## config.mk

```make
export PLATFORM = sky130hd
export DESIGN_NAME = touch_sample_average_mapper_top_flat
export DESIGN_NICKNAME = d
export VERILOG_FILES = /design/src/tsam_pkg.sv /design/src/tsam_if.sv /design/src/tsam_div.sv /design/src/tsam_dp.sv /design/src/tsam_ctrl.sv /design/src/touch_sample_average_mapper_top.sv /design/src/flat_wrapper.sv
export SDC_FILE = /design/constraint.sdc
export NUM_CORES = 1
export LEC_CHECK = 0
export ABC_AREA = 0
export BUFFER_PORTS_ARGS = -buffer_cell sky130_fd_sc_hd__buf_2
export CORE_UTILIZATION = 60
export CTS_BUF_LIST = sky130_fd_sc_hd__clkbuf_2 sky130_fd_sc_hd__clkbuf_4 sky130_fd_sc_hd__clkbuf_8
export DETAILED_ROUTE_END_ITERATION = 10
export PLACE_DENSITY_LB_ADDON = 0.05
export SLEW_MARGIN = 20
export SYNTH_ARGS = -nofsm -noshare
export SYNTH_HDL_FRONTEND = slang
export SYNTH_SLANG_ARGS = --single-unit
```

## constraint.sdc

```tcl
create_clock -name i_clk -period 11.2 [get_ports i_clk]
set_input_delay 0.56 -clock i_clk [delete_from_list [all_inputs] [get_ports i_clk]]
set_output_delay 0.56 -clock i_clk [all_outputs]
set_load 0.05 [all_outputs]
```

## src/tsam_pkg.sv

```systemverilog
// ----------------------------------------------------------------------------
// Touch sample averager package
// Shared widths, register indexes, phase codes and controller/datapath structs.
// ----------------------------------------------------------------------------
package tsam_pkg;

    localparam int SAMPLES   = 6;
    localparam int RAW_W     = 12;
    localparam int SCR_W     = 16;
    localparam int SUM_W     = 16;
    localparam int DIV_W     = 13;
    localparam int CNT_W     = $clog2(SAMPLES + 1);
    localparam int STEP_W    = $clog2(SUM_W);
    localparam int REG_IDX_W = 3;

    // Average by reciprocal multiply: exact for any 16-bit sum and 1..16 samples
    localparam int AVG_SHIFT = 20;
    localparam int RECIP_W   = AVG_SHIFT + 1;
    localparam logic [RECIP_W-1:0] AVG_RECIP =
        RECIP_W'(((2 ** AVG_SHIFT) + SAMPLES - 1) / SAMPLES);

    localparam logic [REG_IDX_W-1:0] REG_X_LO   = 3'd0;
    localparam logic [REG_IDX_W-1:0] REG_X_HI   = 3'd1;
    localparam logic [REG_IDX_W-1:0] REG_Y_LO   = 3'd2;
    localparam logic [REG_IDX_W-1:0] REG_Y_HI   = 3'd3;
    localparam logic [REG_IDX_W-1:0] REG_H_LAST = 3'd4;
    localparam logic [REG_IDX_W-1:0] REG_W_LAST = 3'd5;

    localparam logic [RAW_W-1:0] RST_LO     = 12'd0;
    localparam logic [RAW_W-1:0] RST_HI     = 12'h0FFF;
    localparam logic [RAW_W-1:0] RST_H_LAST = 12'd319;
    localparam logic [RAW_W-1:0] RST_W_LAST = 12'd239;

    localparam logic [SCR_W-1:0] X_SHIFT = 16'd10;
    localparam logic [SCR_W-1:0] Y_SHIFT = 16'd18;

    typedef logic [1:0] t_phase;
    localparam t_phase PH_AVG  = 2'd0;
    localparam t_phase PH_BAND = 2'd1;
    localparam t_phase PH_MAP  = 2'd2;

    typedef struct packed {
        logic   capture;
        logic   accum;
        logic   clear;
        logic   div_start;
        logic   div_load;
        t_phase phase;
        logic   emit_press;
        logic   emit_release;
    } t_cmd;

    typedef struct packed {
        logic pen;
        logic in_window;
        logic last_sample;
        logic div_done;
        logic out_free;
    } t_stat;

endpackage

```

## src/tsam_if.sv

```systemverilog
// ----------------------------------------------------------------------------
// Touch sample averager channels
// Sample request, result request and register write channels.
// ----------------------------------------------------------------------------
interface tsam_in_if;
    logic                        valid;
    logic                        ready;
    logic                        pen_down;
    logic [tsam_pkg::RAW_W-1:0]  raw_x;
    logic [tsam_pkg::RAW_W-1:0]  raw_y;

    modport source (output valid, output pen_down, output raw_x, output raw_y, input ready);
    modport sink   (input valid, input pen_down, input raw_x, input raw_y, output ready);
endinterface

interface tsam_out_if;
    logic                        valid;
    logic                        ready;
    logic                        touched;
    logic [tsam_pkg::SCR_W-1:0]  screen_x;
    logic [tsam_pkg::SCR_W-1:0]  screen_y;

    modport source (output valid, output touched, output screen_x, output screen_y,
                    input ready);
    modport sink   (input valid, input touched, input screen_x, input screen_y,
                    output ready);
endinterface

interface tsam_cfg_if;
    logic                            valid;
    logic                            ready;
    logic [tsam_pkg::REG_IDX_W-1:0]  addr;
    logic [tsam_pkg::RAW_W-1:0]      data;

    modport source (output valid, output addr, output data, input ready);
    modport sink   (input valid, input addr, input data, output ready);
endinterface

```

## src/tsam_div.sv

```systemverilog
// ----------------------------------------------------------------------------
// Touch sample averager divider
// Restoring divider, one quotient bit per cycle, done pulse at the end.
// ----------------------------------------------------------------------------
module tsam_div (
    input  logic                         i_clk,
    input  logic                         i_rst_n,
    input  logic                         i_start,
    input  logic [tsam_pkg::SUM_W-1:0]   i_dividend,
    input  logic [tsam_pkg::DIV_W-1:0]   i_divisor,
    output logic                         o_done,
    output logic [tsam_pkg::SUM_W-1:0]   o_quotient
);

    logic                          r_busy;
    logic                          r_done;
    logic [tsam_pkg::STEP_W-1:0]   r_step;
    logic [tsam_pkg::SUM_W-1:0]    r_quo;
    logic [tsam_pkg::DIV_W-1:0]    r_rem;
    logic [tsam_pkg::DIV_W-1:0]    r_dsr;

    logic [tsam_pkg::DIV_W:0]      trial;
    logic [tsam_pkg::DIV_W:0]      diff;
    logic                          ge;
    logic [tsam_pkg::DIV_W-1:0]    n_rem;

    always_comb begin
        trial = {r_rem, r_quo[tsam_pkg::SUM_W-1]};
        diff  = trial - {1'b0, r_dsr};
        ge    = (trial >= {1'b0, r_dsr});
        n_rem = ge ? diff[tsam_pkg::DIV_W-1:0] : trial[tsam_pkg::DIV_W-1:0];
    end

    always_ff @(posedge i_clk) begin
        if (!i_rst_n) begin
            r_busy <= 1'b0;
            r_done <= 1'b0;
            r_step <= '0;
        end else begin
            r_done <= 1'b0;
            if (i_start) begin
                r_busy <= 1'b1;
                r_step <= '0;
            end else if (r_busy) begin
                r_step <= r_step + tsam_pkg::STEP_W'(1);
                if (r_step == tsam_pkg::STEP_W'(tsam_pkg::SUM_W - 1)) begin
                    r_busy <= 1'b0;
                    r_done <= 1'b1;
                end
            end
        end
    end

    always_ff @(posedge i_clk) begin
        if (i_start) begin
            r_quo <= i_dividend;
            r_rem <= '0;
            r_dsr <= i_divisor;
        end else if (r_busy) begin
            r_quo <= {r_quo[tsam_pkg::SUM_W-2:0], ge};
            r_rem <= n_rem;
        end
    end

    assign o_done     = r_done;
    assign o_quotient = r_quo;

endmodule

```

## src/tsam_dp.sv

```systemverilog
// ----------------------------------------------------------------------------
// Touch sample averager datapath
// Registers, window compare, sums, reciprocal average, two divider lanes and
// result register.
// ----------------------------------------------------------------------------
module tsam_dp (
    input  logic                             i_clk,
    input  logic                             i_rst_n,
    input  tsam_pkg::t_cmd                   i_cmd,
    output tsam_pkg::t_stat                  o_stat,
    input  logic                             i_pen_down,
    input  logic [tsam_pkg::RAW_W-1:0]       i_raw_x,
    input  logic [tsam_pkg::RAW_W-1:0]       i_raw_y,
    input  logic                             i_cfg_we,
    input  logic [tsam_pkg::REG_IDX_W-1:0]   i_cfg_addr,
    input  logic [tsam_pkg::RAW_W-1:0]       i_cfg_data,
    input  logic                             i_out_ready,
    output logic                             o_out_valid,
    output logic                             o_out_touched,
    output logic [tsam_pkg::SCR_W-1:0]       o_out_screen_x,
    output logic [tsam_pkg::SCR_W-1:0]       o_out_screen_y
);

    logic [tsam_pkg::RAW_W-1:0]  r_x_lo, r_x_hi, r_y_lo, r_y_hi, r_h_last, r_w_last;
    logic                        r_pen;
    logic [tsam_pkg::RAW_W-1:0]  r_rx, r_ry;
    logic [tsam_pkg::CNT_W-1:0]  r_count;
    logic [tsam_pkg::SUM_W-1:0]  r_sum_x, r_sum_y;
    logic [tsam_pkg::SUM_W-1:0]  r_avg_x, r_avg_y;
    logic [tsam_pkg::DIV_W-1:0]  r_div_x, r_div_y;
    logic [tsam_pkg::SCR_W-1:0]  r_scr_x, r_scr_y;
    logic                        r_out_valid, r_out_touched;
    logic [tsam_pkg::SCR_W-1:0]  r_out_x, r_out_y;

    logic [tsam_pkg::RAW_W-1:0]  band_x, band_y;
    logic [tsam_pkg::SUM_W-1:0]  dvd_x, dvd_y, q_x, q_y;
    logic [tsam_pkg::DIV_W-1:0]  dsr_x, dsr_y;
    logic                        done_x, done_y;
    logic [tsam_pkg::SUM_W+tsam_pkg::RECIP_W-1:0] prod_x, prod_y;

    // Register writes
    always_ff @(posedge i_clk) begin
        if (!i_rst_n) begin
            r_x_lo   <= tsam_pkg::RST_LO;
            r_x_hi   <= tsam_pkg::RST_HI;
            r_y_lo   <= tsam_pkg::RST_LO;
            r_y_hi   <= tsam_pkg::RST_HI;
            r_h_last <= tsam_pkg::RST_H_LAST;
            r_w_last <= tsam_pkg::RST_W_LAST;
        end else if (i_cfg_we) begin
            case (i_cfg_addr)
                tsam_pkg::REG_X_LO:   r_x_lo   <= i_cfg_data;
                tsam_pkg::REG_X_HI:   r_x_hi   <= i_cfg_data;
                tsam_pkg::REG_Y_LO:   r_y_lo   <= i_cfg_data;
                tsam_pkg::REG_Y_HI:   r_y_hi   <= i_cfg_data;
                tsam_pkg::REG_H_LAST: r_h_last <= i_cfg_data;
                tsam_pkg::REG_W_LAST: r_w_last <= i_cfg_data;
                default: begin
                end
            endcase
        end
    end

    always_ff @(posedge i_clk) begin
        if (i_cmd.capture) begin
            r_pen <= i_pen_down;
            r_rx  <= i_raw_x;
            r_ry  <= i_raw_y;
        end
    end

    // Running sums, dropped on a release or after a result
    always_ff @(posedge i_clk) begin
        if (!i_rst_n) begin
            r_count <= '0;
            r_sum_x <= '0;
            r_sum_y <= '0;
        end else if (i_cmd.clear) begin
            r_count <= '0;
            r_sum_x <= '0;
            r_sum_y <= '0;
        end else if (i_cmd.accum) begin
            r_count <= r_count + tsam_pkg::CNT_W'(1);
            r_sum_x <= r_sum_x + tsam_pkg::SUM_W'(r_rx);
            r_sum_y <= r_sum_y + tsam_pkg::SUM_W'(r_ry);
        end
    end

    // Divide the sums by SAMPLES through a rounded-up reciprocal
    assign prod_x = (tsam_pkg::SUM_W + tsam_pkg::RECIP_W)'(r_sum_x) *
                    (tsam_pkg::SUM_W + tsam_pkg::RECIP_W)'(tsam_pkg::AVG_RECIP);
    assign prod_y = (tsam_pkg::SUM_W + tsam_pkg::RECIP_W)'(r_sum_y) *
                    (tsam_pkg::SUM_W + tsam_pkg::RECIP_W)'(tsam_pkg::AVG_RECIP);

    // Inverted window gives an empty band
    assign band_x = (r_x_hi > r_x_lo) ? (r_x_hi - r_x_lo) : '0;
    assign band_y = (r_y_hi > r_y_lo) ? (r_y_hi - r_y_lo) : '0;

    always_comb begin
        case (i_cmd.phase)
            tsam_pkg::PH_BAND: begin
                dvd_x = tsam_pkg::SUM_W'(band_x);
                dvd_y = tsam_pkg::SUM_W'(band_y);
                dsr_x = {1'b0, r_h_last} + tsam_pkg::DIV_W'(1);
                dsr_y = {1'b0, r_w_last} + tsam_pkg::DIV_W'(1);
            end
            default: begin
                dvd_x = r_avg_x;
                dvd_y = r_avg_y;
                dsr_x = r_div_x;
                dsr_y = r_div_y;
            end
        endcase
    end

    tsam_div u_div_x (
        .i_clk      (i_clk),
        .i_rst_n    (i_rst_n),
        .i_start    (i_cmd.div_start),
        .i_dividend (dvd_x),
        .i_divisor  (dsr_x),
        .o_done     (done_x),
        .o_quotient (q_x)
    );

    tsam_div u_div_y (
        .i_clk      (i_clk),
        .i_rst_n    (i_rst_n),
        .i_start    (i_cmd.div_start),
        .i_dividend (dvd_y),
        .i_divisor  (dsr_y),
        .o_done     (done_y),
        .o_quotient (q_y)
    );

    // Store each phase's quotients
    always_ff @(posedge i_clk) begin
        if (i_cmd.div_load) begin
            case (i_cmd.phase)
                tsam_pkg::PH_AVG: begin
                    r_avg_x <= prod_x[tsam_pkg::AVG_SHIFT +: tsam_pkg::SUM_W];
                    r_avg_y <= prod_y[tsam_pkg::AVG_SHIFT +: tsam_pkg::SUM_W];
                end
                tsam_pkg::PH_BAND: begin
                    r_div_x <= q_x[tsam_pkg::DIV_W-1:0] + tsam_pkg::DIV_W'(1);
                    r_div_y <= q_y[tsam_pkg::DIV_W-1:0] + tsam_pkg::DIV_W'(1);
                end
                tsam_pkg::PH_MAP: begin
                    r_scr_x <= tsam_pkg::SCR_W'(r_h_last) + tsam_pkg::SCR_W'(1)
                               - (q_x - tsam_pkg::X_SHIFT);
                    r_scr_y <= q_y - tsam_pkg::Y_SHIFT;
                end
                default: begin
                end
            endcase
        end
    end

    // Result register
    always_ff @(posedge i_clk) begin
        if (!i_rst_n) begin
            r_out_valid <= 1'b0;
        end else if (i_cmd.emit_press || i_cmd.emit_release) begin
            r_out_valid <= 1'b1;
        end else if (i_out_ready) begin
            r_out_valid <= 1'b0;
        end
    end

    always_ff @(posedge i_clk) begin
        if (i_cmd.emit_press) begin
            r_out_touched <= 1'b1;
            r_out_x       <= r_scr_x;
            r_out_y       <= r_scr_y;
        end else if (i_cmd.emit_release) begin
            r_out_touched <= 1'b0;
            r_out_x       <= '0;
            r_out_y       <= '0;
        end
    end

    always_comb begin
        o_stat.pen         = r_pen;
        o_stat.in_window   = (r_rx > r_x_lo) && (r_rx < r_x_hi) &&
                             (r_ry > r_y_lo) && (r_ry < r_y_hi);
        o_stat.last_sample = (r_count == tsam_pkg::CNT_W'(tsam_pkg::SAMPLES - 1));
        o_stat.div_done    = done_x && done_y;
        o_stat.out_free    = !r_out_valid || i_out_ready;
    end

    assign o_out_valid    = r_out_valid;
    assign o_out_touched  = r_out_touched;
    assign o_out_screen_x = r_out_x;
    assign o_out_screen_y = r_out_y;

endmodule

```

## src/tsam_ctrl.sv

```systemverilog
// ----------------------------------------------------------------------------
// Touch sample averager controller
// Sequences capture, window check, averaging, two divide phases and result
// emission.
// ----------------------------------------------------------------------------
module tsam_ctrl (
    input  logic             i_clk,
    input  logic             i_rst_n,
    input  logic             i_in_valid,
    output logic             o_in_ready,
    input  tsam_pkg::t_stat  i_stat,
    output tsam_pkg::t_cmd   o_cmd
);

    localparam logic [3:0] S_IDLE      = 4'd0;
    localparam logic [3:0] S_CHECK     = 4'd1;
    localparam logic [3:0] S_AVG       = 4'd2;
    localparam logic [3:0] S_BAND_GO   = 4'd3;
    localparam logic [3:0] S_BAND_WAIT = 4'd4;
    localparam logic [3:0] S_MAP_GO    = 4'd5;
    localparam logic [3:0] S_MAP_WAIT  = 4'd6;
    localparam logic [3:0] S_EMIT      = 4'd7;

    logic [3:0] r_state;
    logic [3:0] n_state;

    always_ff @(posedge i_clk) begin
        if (!i_rst_n) begin
            r_state <= S_IDLE;
        end else begin
            r_state <= n_state;
        end
    end

    always_comb begin
        n_state    = r_state;
        o_cmd      = '0;
        o_in_ready = (r_state == S_IDLE);
        case (r_state)
            S_IDLE: begin
                if (i_in_valid) begin
                    o_cmd.capture = 1'b1;
                    n_state       = S_CHECK;
                end
            end
            S_CHECK: begin
                if (!i_stat.pen) begin
                    // hold the release until the result register frees up
                    if (i_stat.out_free) begin
                        o_cmd.emit_release = 1'b1;
                        o_cmd.clear        = 1'b1;
                        n_state            = S_IDLE;
                    end
                end else if (i_stat.in_window) begin
                    o_cmd.accum = 1'b1;
                    n_state     = i_stat.last_sample ? S_AVG : S_IDLE;
                end else begin
                    n_state = S_IDLE;
                end
            end
            S_AVG: begin
                // latch the reciprocal-multiply averages
                o_cmd.phase    = tsam_pkg::PH_AVG;
                o_cmd.div_load = 1'b1;
                n_state        = S_BAND_GO;
            end
            S_BAND_GO: begin
                o_cmd.phase     = tsam_pkg::PH_BAND;
                o_cmd.div_start = 1'b1;
                n_state         = S_BAND_WAIT;
            end
            S_BAND_WAIT: begin
                o_cmd.phase = tsam_pkg::PH_BAND;
                if (i_stat.div_done) begin
                    o_cmd.div_load = 1'b1;
                    n_state        = S_MAP_GO;
                end
            end
            S_MAP_GO: begin
                o_cmd.phase     = tsam_pkg::PH_MAP;
                o_cmd.div_start = 1'b1;
                n_state         = S_MAP_WAIT;
            end
            S_MAP_WAIT: begin
                o_cmd.phase = tsam_pkg::PH_MAP;
                if (i_stat.div_done) begin
                    o_cmd.div_load = 1'b1;
                    n_state        = S_EMIT;
                end
            end
            S_EMIT: begin
                if (i_stat.out_free) begin
                    o_cmd.emit_press = 1'b1;
                    o_cmd.clear      = 1'b1;
                    n_state          = S_IDLE;
                end
            end
            default: begin
                n_state = S_IDLE;
            end
        endcase
    end

endmodule

```

## src/touch_sample_average_mapper_top.sv

```systemverilog
// ----------------------------------------------------------------------------
// Touch sample average mapper
// Averages in-window touch conversions and maps the average to screen pixels.
// ----------------------------------------------------------------------------
// Usage:
//   i_in   carries one request per conversion: pen_down, raw_x, raw_y.
//   o_out  carries one result request: touched, screen_x, screen_y.
//   i_cfg  writes the six 12-bit registers (window limits, last pixel indexes)
//          by addr; it is always ready and is meant for use while idle.
// Sequencing:
//   A request that is rejected or only adds to the sums passes through
//   capture and check, and the next request is taken only once the
//   controller is back in idle. A pen-up request emits its not-touched result
//   from the check state once the result register is free. The request that
//   completes a set of SAMPLES averages the sums by reciprocal multiply, then
//   runs two divide phases (axis step, pixel scale) on two 16-step restoring
//   dividers (x and y lanes) before its result is emitted.
// Reset:
//   Synchronous, active low. Registers return to full window, 319 and 239;
//   sums and count clear; no result is pending.
// Stall:
//   The result register holds while o_out.ready is low; new requests are still
//   accepted and summed, and the next result waits until the register frees.
// ----------------------------------------------------------------------------
module touch_sample_average_mapper_top (
    input  logic       i_clk,
    input  logic       i_rst_n,
    tsam_in_if.sink    i_in,
    tsam_out_if.source o_out,
    tsam_cfg_if.sink   i_cfg
);

    tsam_pkg::t_cmd  cmd;
    tsam_pkg::t_stat stat;

    // Register writes never stall
    assign i_cfg.ready = 1'b1;

    tsam_ctrl u_ctrl (
        .i_clk      (i_clk),
        .i_rst_n    (i_rst_n),
        .i_in_valid (i_in.valid),
        .o_in_ready (i_in.ready),
        .i_stat     (stat),
        .o_cmd      (cmd)
    );

    tsam_dp u_dp (
        .i_clk          (i_clk),
        .i_rst_n        (i_rst_n),
        .i_cmd          (cmd),
        .o_stat         (stat),
        .i_pen_down     (i_in.pen_down),
        .i_raw_x        (i_in.raw_x),
        .i_raw_y        (i_in.raw_y),
        .i_cfg_we       (i_cfg.valid),
        .i_cfg_addr     (i_cfg.addr),
        .i_cfg_data     (i_cfg.data),
        .i_out_ready    (o_out.ready),
        .o_out_valid    (o_out.valid),
        .o_out_touched  (o_out.touched),
        .o_out_screen_x (o_out.screen_x),
        .o_out_screen_y (o_out.screen_y)
    );

endmodule

```

## src/flat_wrapper.sv

```systemverilog
// flat-port wrapper written by rule: the top's interface ports become plain ports
module touch_sample_average_mapper_top_flat 
  (i_clk, i_rst_n, i_in_valid, i_in_pen_down, i_in_raw_x, i_in_raw_y, i_in_ready, o_out_valid, o_out_touched, o_out_screen_x, o_out_screen_y, o_out_ready, i_cfg_valid, i_cfg_addr, i_cfg_data, i_cfg_ready);
  tsam_in_if i_in_i ();
  tsam_out_if o_out_i ();
  tsam_cfg_if i_cfg_i ();
  input  logic i_clk;
  input  logic i_rst_n;
  input wire logic [$bits(i_in_i.valid)-1:0] i_in_valid;
  input wire logic [$bits(i_in_i.pen_down)-1:0] i_in_pen_down;
  input wire logic [$bits(i_in_i.raw_x)-1:0] i_in_raw_x;
  input wire logic [$bits(i_in_i.raw_y)-1:0] i_in_raw_y;
  output wire logic [$bits(i_in_i.ready)-1:0] i_in_ready;
  output wire logic [$bits(o_out_i.valid)-1:0] o_out_valid;
  output wire logic [$bits(o_out_i.touched)-1:0] o_out_touched;
  output wire logic [$bits(o_out_i.screen_x)-1:0] o_out_screen_x;
  output wire logic [$bits(o_out_i.screen_y)-1:0] o_out_screen_y;
  input wire logic [$bits(o_out_i.ready)-1:0] o_out_ready;
  input wire logic [$bits(i_cfg_i.valid)-1:0] i_cfg_valid;
  input wire logic [$bits(i_cfg_i.addr)-1:0] i_cfg_addr;
  input wire logic [$bits(i_cfg_i.data)-1:0] i_cfg_data;
  output wire logic [$bits(i_cfg_i.ready)-1:0] i_cfg_ready;
  assign i_in_i.valid = i_in_valid;
  assign i_in_i.pen_down = i_in_pen_down;
  assign i_in_i.raw_x = i_in_raw_x;
  assign i_in_i.raw_y = i_in_raw_y;
  assign i_in_ready = i_in_i.ready;
  assign o_out_valid = o_out_i.valid;
  assign o_out_touched = o_out_i.touched;
  assign o_out_screen_x = o_out_i.screen_x;
  assign o_out_screen_y = o_out_i.screen_y;
  assign o_out_i.ready = o_out_ready;
  assign i_cfg_i.valid = i_cfg_valid;
  assign i_cfg_i.addr = i_cfg_addr;
  assign i_cfg_i.data = i_cfg_data;
  assign i_cfg_ready = i_cfg_i.ready;
  touch_sample_average_mapper_top u_core (.i_clk(i_clk), .i_rst_n(i_rst_n), .i_in(i_in_i), .o_out(o_out_i), .i_cfg(i_cfg_i));
endmodule
```

Word level (Yosys, flattened, before mapping)
Cells that the tools add are included.
Storage, ports and cells
  register bits after elaboration: 352
  bits in latches: 0
  RAM bits: 0
  memory bits (read-only): 0
  input bits: 45
  output and inout port bits: 36
  logic and storage cells: 164
  memories kept: 0
Cells by class
  add/sub/neg operators: 17
  $mul: 2
  divide/modulo/power cells: 0
  magnitude comparators: 8
  equality and inequality tests: 20
  shift-type cells: 0
  muxes and demuxes: 47
  bitwise operators: 3
  reduce and logical (&&, ||, !) cells: 32
Operator list (number)
  2-to-1 mux 16 bit: 7
  multiplier 16 x 18 -> 34 bit (second input constant): 2
  2-to-1 mux 13 bit: 4
  greater-than comparator 12 bit: 4
  adder 12 x 1 -> 13 bit (second input constant): 3
  adder 16 x 12 -> 16 bit: 2
  case mux 4 bit (8 select lines): 1
  >= comparator 14 x 13 -> 1 bit: 2
  2-to-1 mux 14 bit: 2
  adder 13 x 1 -> 13 bit (second input constant): 2
  subtractor 13 bit: 2
  less-than comparator 12 bit: 2
  2-to-1 mux 12 bit: 2
  subtractor 12 bit: 2
  2-to-1 mux 1 bit: 21
  2-to-1 mux 4 bit: 5
  AND reduction 2 bit: 9
  == test 4 x 3 -> 1 bit (second input constant): 4
  subtractor 13 x 16 -> 16 bit: 1
  subtractor 16 x 4 -> 16 bit (second input constant): 1
  subtractor 16 x 5 -> 16 bit (second input constant): 1
  OR reduction 2 bit: 6
  == test 3 bit (second input constant): 3
  adder 4 x 1 -> 4 bit (second input constant): 2
  other kinds (23): 39

Logic depth before layout (Yosys ltp)
Gate-level depths: netlist of run 1.
  depth in word-level cells: 7
  mapped depth: 23
  gate-level depth less buffers: 23

By module
A second synthesis of run 1 with hierarchy kept.
Unflattened totals
  cell total of the unflattened synthesis: 2767
  area, all modules: 27590.2 µm²
By module, submodules not included
  tsam_dp: instances 1, cells each 2244, area an instance 21963.6 µm², sequential area each 6476.2 µm²
  tsam_div: instances 2, cells each 241, area an instance 2635.0 µm², sequential area each 1251.2 µm²
  tsam_ctrl: instances 1, cells each 39, area an instance 345.3 µm², sequential area each 80.1 µm²
  touch_sample_average_mapper_top: instances 1, cells each 2, area an instance 11.3 µm², sequential area each 0.0 µm²

Least setup slack after synthesis of run 1
Ideal clock, no wire load.
  path type: register to register
  from: register u_core.u_dp.r_sum_y[12] (netlist bit)
  to: register u_core.u_dp.r_avg_y[11] (netlist bit) (data pin)
  setup time: 0.258 ns
  arrival time: 5.412 ns
  required time: 10.942 ns
  path slack: 5.531 ns
  stages on the path, launching flop included: 20
  buffers on the path: 0
  clock period less this slack: 5.669 ns
  cells stage by stage: dfxtp_1 ha_1 fa_1 inv_1 fa_1 inv_1 fa_1 inv_1 fa_1 inv_1 fa_1 ha_1 and3_1 and3_1 a21o_1 a22oi_1 o31ai_1 or2_2 a41o_1 xnor2_1
On the way
  word-level cells in the longest chain between the ends: 1
RTL lines
  start: declaration: line tsam_dp.sv:28  | logic [tsam_pkg::SUM_W-1:0] r_sum_x, r_sum_y;
  start signal: assignment: line tsam_dp.sv:85  | r_sum_y <= r_sum_y + tsam_pkg::SUM_W'(r_ry);
  multiplier 16 x 18 -> 34 bit: line tsam_dp.sv:92  | assign prod_y = (tsam_pkg::SUM_W + tsam_pkg::RECIP_W)'(r_sum_y) *
  net u_core.u_dp.prod_y, one bit: line tsam_dp.sv:39  | logic [tsam_pkg::SUM_W+tsam_pkg::RECIP_W-1:0] prod_x, prod_y;
  end signal: assignment: line tsam_dp.sv:142  | r_avg_y <= prod_y[tsam_pkg::AVG_SHIFT +: tsam_pkg::SUM_W];
  end: declaration: line tsam_dp.sv:29  | logic [tsam_pkg::SUM_W-1:0] r_avg_x, r_avg_y;
The timed path passes the listed nets, and every way through them passes these cells.
A chain may end at the register's enable or synchronous reset.

Worst setup path after layout of run 1
  from: register u_core.u_dp.r_sum_y[6] (netlist bit)
  to: register u_core.u_dp.r_avg_y[11] (netlist bit) (data pin)
Same word-level chain as after synthesis.

==> metrics, run 1 <==
largest net degree at the start of global routing slightly above 80; nets approximately 3.3k; # DRC 0; Hold WC Path Type input pin to flip-flop; Clock Latency Late Sink between 0.6 and 0.7 ns; Max Root-Sink Buffers 3; core area between 40000 and 50000 um^2; 1st-pass router iterations 6; outcome completed; Synth Area per Inst between 9 and 10 um^2; final wirelength a little under 60 mm; sequential share of power 45.1%; Worst Hold Path Cells 1; Mapped Area 26500 um^2; CTS tree built; Critical Path Source Type flip-flop; LEAKAGE ~14 nW; die area between 40000 and 50000 um^2; register-to-register setup slack between 5 and 6 ns; vias per inst 5.55; postcts setup bufs 0; Clock transition at path regs 0.06 ns; final period utilization a little over half; Synth Warn # 0; post-route minimum period approximately 6.0 ns; Slew Limit Fails 0; slew margin rel. about a third; global route overflow 0; worst-path maximum fanout 5; max-cap viol count 0; Syn-to-layout area delta 8.27%; global-route wire length before repair 95.2 mm; clk root buf clkbuf_8; Int Pwr 0.00232 W; Hold Startpoint i_in_raw_y[5]; Post-synth EDFFs between 200 and 250; # port buffers about 80; Arrival @ worst endpoint 6.43 ns; Power Dens Cells approximately 110 nW/um^2; worst reg2reg endpoint u_core.u_dp.r_avg_y[11]; I/O pin cnt between 80 and 90; H-Tree Level Count 2; Sw Ratio 28.5%; asr flop ratio synth 0%; Setup TNS Final 0 ns; Top FF cell, synth edfxtp_1; syn_nets approximately 3.3k; Sink Count between 300 and 400; slowest CP cell fa_1; worst path cell trace ha_1 -> inv_1 -> fa_1 -> fa_1 -> fa_1 -> inv_1 -> fa_1 -> fa_1 -> ha_1 -> a21o_1 -> a21oi_1 -> o21ai_0 -> a21o_1 -> a22oi_1 -> o31ai_1 -> or2_2 -> a41o_1 -> xnor2_1; Worst path most repeated cell fa_1; starting density of the core between 60% and 70%; initial DRC count roughly 1.3k; count of cell types in the netlist 73; combinational share of power about 17%; WL/cell 17.1 um; cts hold-fix bufs 0; Post-Route Utilization roughly 66%; Final ANT Viol Nets 0; sequential area share after synthesis 34.2%; worst path required time 11.60 ns; final hold viol count 0; vias in the first global route approximately 19k; peak supply drop 115 uV; multi-input logic area 15800 um^2; Reg area 9060 um^2; FP Rows 76; Least-Margin Pin Slew roughly 1.0 ns; Final HPWL DP 45.3 mm; RePlAce Congestion 0.894; Syn Inst Count ~2.7k; number of diodes 0; CP max stage delay approximately 0.69 ns; Layout fillers about 3.5k; FMAX around 170 MHz; CTS buffer count 59; WS Path Type flip-flop to flip-flop; clock share of power 37.7%; DIE WIDTH roughly 210 um; post-synthesis register bit count approximately 350; sw power 0.000926 W; Via Count between 15k and 20k; Die Ht ~210 um; worst reg2reg startpoint u_core.u_dp.r_sum_y[6]; Worst Hold End u_core.u_dp.r_ry[5]; gr usage total a little over a quarter; Critical Path End Type flip-flop; initial antenna violation count 0; PostCTS Resize Cnt 0; share of cells above drive strength 1 under 10%; final total power ~0.0032 W; # setup viols final 0; Worst Skew 0.0142 ns; reg2reg path depth 18; RSZ-0062 raised after global routing false
-- cell families after synthesis --
group                    synth area share (%)
AND/OR/NAND/NOR                          12.0
adder cells (fa/ha/maj)                  29.8
AO/OA/AOI/OAI                            11.8
buffers and inverters                    6.54
flip-flops                               34.2
XOR/XNOR                                 5.15
multiplexers                            0.533
other                                  0.0283
-- power by group through the flow --
stage / combinational, W / clock (W) / sequential, W
after floorplan: 0.000443 / 0 / 0.00148
after global placement: 0.000536 / 0 / 0.00149
after detailed placement: 0.000553 / 0 / 0.00149
after CTS: 0.000557 / 0.00125 / 0.00146
after global routing: 0.000627 / 0.00131 / 0.00147
final: 0.000558 / 0.00122 / 0.00146
-- stage by stage --
stage                     hold slack (ns)  instances  cell area (um^2)  setup WS [ns]
final                              0.0817       3384             28700           5.17
after global routing               0.0539       3384             28700           4.82
after CTS                          0.0431       3384             28700           5.13
after detailed placement            0.459       3273             27500           5.15
after global placement              0.453       3273             27500           5.24
after floorplan                     0.439       2673             26500           5.53
-- layer usage --
layer | routed length, um | part of all wire [%] | GRT usage, % | vias to the layer above
li1 | - | - | - | 9309
met1 | 26700 | 46 | 36.9 | 8937
met2 | 27200 | 47 | 44.6 | 438
met3 | 2740 | 4.7 | 3.04 | 85
met4 | 1350 | 2.3 | 8.04 | 0
met5 | 0 | 0 | 0 | -
-- worst max path at each step --
stage	from	to	slack (ns)	cells after the start
final	u_core.u_dp.r_sum_y[6]	u_core.u_dp.r_avg_y[11]	5.17	18
after global routing	u_core.u_dp.r_sum_y[12]	u_core.u_dp.r_avg_y[11]	4.82	17
after CTS	u_core.u_dp.r_sum_y[6]	u_core.u_dp.r_avg_y[11]	5.13	18
after detailed placement	u_core.u_dp.r_sum_y[12]	u_core.u_dp.r_avg_y[11]	5.15	19
after global placement	u_core.u_dp.r_sum_y[12]	u_core.u_dp.r_avg_y[11]	5.24	19
after floorplan	u_core.u_dp.r_sum_y[12]	u_core.u_dp.r_avg_y[11]	5.53	19
-- layout make-up --
class                           instances  area share [%]
Inverter                              380            4.97
Clock inverter                         43            1.31
Clock buffer                           68            3.06
Multi-Input combinational cell       1865            54.9
Timing Repair Buffer                   91            1.69
Sequential cell                       352            31.5
Tap cell                              585            2.55
-- cells in the mapped netlist (4+ instances only) --
cell	n	share of area, %
o31ai_1	6	0.17
a211oi_1	7	0.20
and3_1	29	0.68
nor3_1	42	0.79
ha_1	380	18
inv_1	380	5.4
and2_1	43	1.0
nand4_1	34	0.80
buf_2	4	0.075
o21a_1	10	0.28
dfxtp_1	151	11
fa_1	157	12
nor2_1	119	1.7
a41oi_1	4	0.13
mux2i_1	13	0.49
a21oi_1	148	2.8
xnor2_1	86	2.8
xor2_1	70	2.3
or2_2	9	0.21
clkbuf_1	66	0.93
o2111ai_1	8	0.26
a211o_1	4	0.13
a21boi_0	41	1.2
edfxtp_1	201	23
o211ai_1	30	0.85
or3_1	5	0.12
nand2_1	272	3.8
nand2b_1	23	0.54
o21bai_1	16	0.45
o31a_1	5	0.17
a21o_1	46	1.3
nand3_1	61	1.2
a31oi_1	11	0.26
a221oi_1	22	0.73
o21ai_0	81	1.5
nor4_1	8	0.19
nor2b_1	26	0.61
-- sequential cells by signal, summed over array words and instances (netlist names), 13 cells and up --
name,count
u_core.u_dp.u_div_x.r_rem,13
u_core.u_dp.o_out_screen_x,16
u_core.u_dp.o_out_screen_y,16
u_core.u_dp.r_div_y,13
u_core.u_dp.r_avg_y,14
u_core.u_dp.r_scr_x,16
u_core.u_dp.u_div_y.r_dsr,13
u_core.u_dp.r_avg_x,14
u_core.u_dp.r_sum_y,16
u_core.u_dp.r_sum_x,16
u_core.u_dp.r_div_x,13
u_core.u_dp.u_div_x.o_quotient,16
u_core.u_dp.u_div_x.r_dsr,13
u_core.u_dp.u_div_y.r_rem,13
u_core.u_dp.u_div_y.o_quotient,16
u_core.u_dp.r_scr_y,16
-- layout by cell type (no fill, tap or decap), types with 6 or more instances in the layout --
master	count
nand2b_1	23
a21boi_0	41
buf_4	12
o211ai_1	30
a31oi_1	11
edfxtp_1	201
clkinv_2	16
or2_2	9
o2111ai_1	8
nor3_1	41
clkinv_1	17
nor2_1	118
nor4_1	6
nand4_1	34
dfxtp_1	151
inv_1	379
o21a_1	10
mux2i_1	13
buf_2	79
nand2_1	270
a21oi_1	148
nand3_1	61
clkbuf_8	59
fa_1	157
a221oi_1	22
bufinv_16	6
o31ai_1	6
xnor2_1	86
a21o_1	46
nor2b_1	26
o21bai_1	16
and3_1	29
and2_1	43
o21ai_0	81
clkbuf_4	9
ha_1	380
xor2_1	70
a211oi_1	7
-- critical path, delay by kind of cell, from the launching register on --
family	cells	cell delay, ns
AND/OR/NAND/NOR	1	0.33
XOR/XNOR	1	0.12
adder cells (fa/ha/maj)	7	3.36
AO/OA/AOI/OAI	7	1.39
buffers and inverters	2	0.13
flip-flops	1	0.45
No activity file was read; power rests on OpenSTA's default activity.
==> run 2, diff against run 1 <==
CORE_UTILIZATION = 59   (was 60)
clock period = 5.1 ns   (was 11.2 ns; I/O delays follow)
==> metrics, run 2 (synthesis gave the netlist of run 1 again) <==
outcome complete, but fails checks; failing checks setup timing; Least-Margin Pin Slew 1.02 ns (-0.00687 ns); starting density of the core 59.9% (-1.3 points); WL/cell 17.0 um (-0.73%); dpl cells 3398 (+3.8%); Critical Path End Type flip-flop; worst path cell trace ha_4 -> inv_4 -> fa_2 -> buf_4 -> fa_1 -> inv_1 -> ha_4 -> fa_1 -> inv_1 -> fa_1 -> inv_1 -> ha_4 -> a221oi_2 -> a31oi_1 -> or3_4 -> a21o_1 -> o2111ai_2 -> a311o_2 -> o21bai_4 -> xor2_1; Post-Route Utilization 69.7% (+3.4 points); global route overflow 0 (unchanged); Power Dens Cells 241 nW/um^2 (+110%); CP max stage delay 0.59 ns (-0.10 ns); CTS buffer count 60 (+1.7%); die area 45800 um^2 (+1.7%); Hold WC Path Type input pin to flip-flop; peak supply drop 327 uV (+190%); Syn-to-layout area delta 16.4%; Post-Place Setup Slack -0.582 ns (-5.73 ns); WHS 0.107 ns (+0.0253 ns); most frequent cells in the layout 371 x inv_1, 355 x ha_1, 266 x nand2_1, 201 x edfxtp_1, 144 x fa_1; Buf/Inv on CP 5 (+3); post-route minimum period 5.46 ns (-0.571 ns); slew margin rel. 32.2% (+0.51 points); Max Root-Sink Buffers 3 (unchanged); Clock transition at path regs 0.06 ns (about the same); DIE WIDTH 214 um (+0.84%); final period utilization 107% (+53 points); Die Ht 214 um (+0.84%); CTS tree built; Worst Skew 0.0606 ns (+0.0464 ns); nets 3504 (+5.2%); CP delay by family, top adder cells; Finished Layout Cells 3567 (+5.4%); FMAX 183 MHz (+10%); Via Count 19.5k (+4.1%); core area 44300 um^2 (+2.2%); Critical Path Source Type flip-flop; initial DRC count 1290 (+0.39%); Final HPWL DP 46.9 mm (+3.6%); Arrival @ worst endpoint 5.89 ns (-0.54 ns); gr usage total 27.0% (+0.19 points); # port buffers 79 (unchanged); LEAKAGE 14.4 nW (+6.8%); RePlAce Congestion 0.880 (-1.5%); worst path required time 5.53 ns (-6.07 ns); Slew Limit Fails 0 (unchanged); H-Tree Level Count 2 (unchanged); FP Rows 77 (+1.3%); global-route wire length before repair 99.8 mm (+4.8%); # DRC 0 (unchanged); 1st-pass router iterations 5 (-1); largest net degree at the start of global routing 66 (-20%); vias per inst 5.48 (-1.2%); commonest non-fill, non-tap cell in the layout inv_1; clk root buf clkbuf_8; share of cells above drive strength 1 15.5% (+7.9 points); max-cap viol count 0 (unchanged); # setup viols final 21 (+21); I/O pin cnt 81 (unchanged); RSZ-0062 raised after global routing true; final hold viol count 0 (unchanged); final total power 0.00744 W (+130%); final wirelength 60.7 mm (+4.6%); slowest CP cell fa_2; vias in the first global route 20.0k (+5.3%); Sink Count 352 (unchanged); worst-path maximum fanout 4 (-1); WS Path Type flip-flop to flip-flop; Clock Latency Late Sink 0.68 ns (+0.02 ns); initial antenna violation count 0 (unchanged); Final ANT Viol Nets 0 (unchanged); post-route worst setup slack -0.357 ns (-5.53 ns)
## run 2: area by class of cell
type / instances / area [um^2]
Tap cell: 592 / 741
Sequential cell: 352 / 9080
Inverter: 380 / 1440
Antenna cell: 2 / 5.00
Clock inverter: 18 / 238
Timing Repair Buffer: 263 / 1910
Clock buffer: 95 / 1180
Multi-Input combinational cell: 1865 / 16300
Fill cell: 3377 / 13400
## run 2: final timing paths
path | slack [ns] | startpoint | endpoint | depth (start not counted)
min reg2reg | 0.46 | u_core.u_dp.r_x_lo[8] | u_core.u_dp.r_x_lo[8] | 2
max | -0.36 | u_core.u_dp.r_sum_x[3] | u_core.u_dp.r_avg_x[12] | 20
min | 0.11 | o_out_ready | u_core.u_dp.o_out_valid | 3
max reg2reg | -0.36 | u_core.u_dp.r_sum_x[3] | u_core.u_dp.r_avg_x[12] | 20
## run 2: tightest hold or removal path, cell delays in order
cell and delay (ns):
buf_2 0.07, nand2b_1 0.26, a21boi_0 0.13
## run 2: timing repair
| action | in CTS | in global routing |
|---|---|---|
| hold buffers | 38 | 0 |
| gates resized for setup | 38 | 35 |
| endpoints found under the hold margin | 92 | 0 |
| setup buffers | 12 | 4 |
| setup endpoints to repair | 26 | 28 |
| pin swaps | 63 | 32 |
## run 2: metal layers
layer  track usage, %  routed length [um]  vias up
li1                 -                   -     9667
met1             36.4               27400     9257
met2             45.2               28600      523
met3             3.69                3300      100
met4             8.06                1430        0
met5                0                   0        -
## run 2: stage by stage
step | area (um^2) | setup TNS (ns)
floorplan | 26700 | -0.951
global placement | 28600 | -5.52
detailed placement | 28600 | -7.48
CTS | 30600 | -4.30
global route | 30900 | -8.08
finish | 30900 | -3.78
## run 2: report_power, final
| part | internal [W] | total (W) | switching [W] |
|---|---|---|---|
| combinational | 0.000558 | 0.00130 | 0.000739 |
| sequential | 0.00310 | 0.00321 | 0.000104 |
| clock | 0.00173 | 0.00294 | 0.00120 |
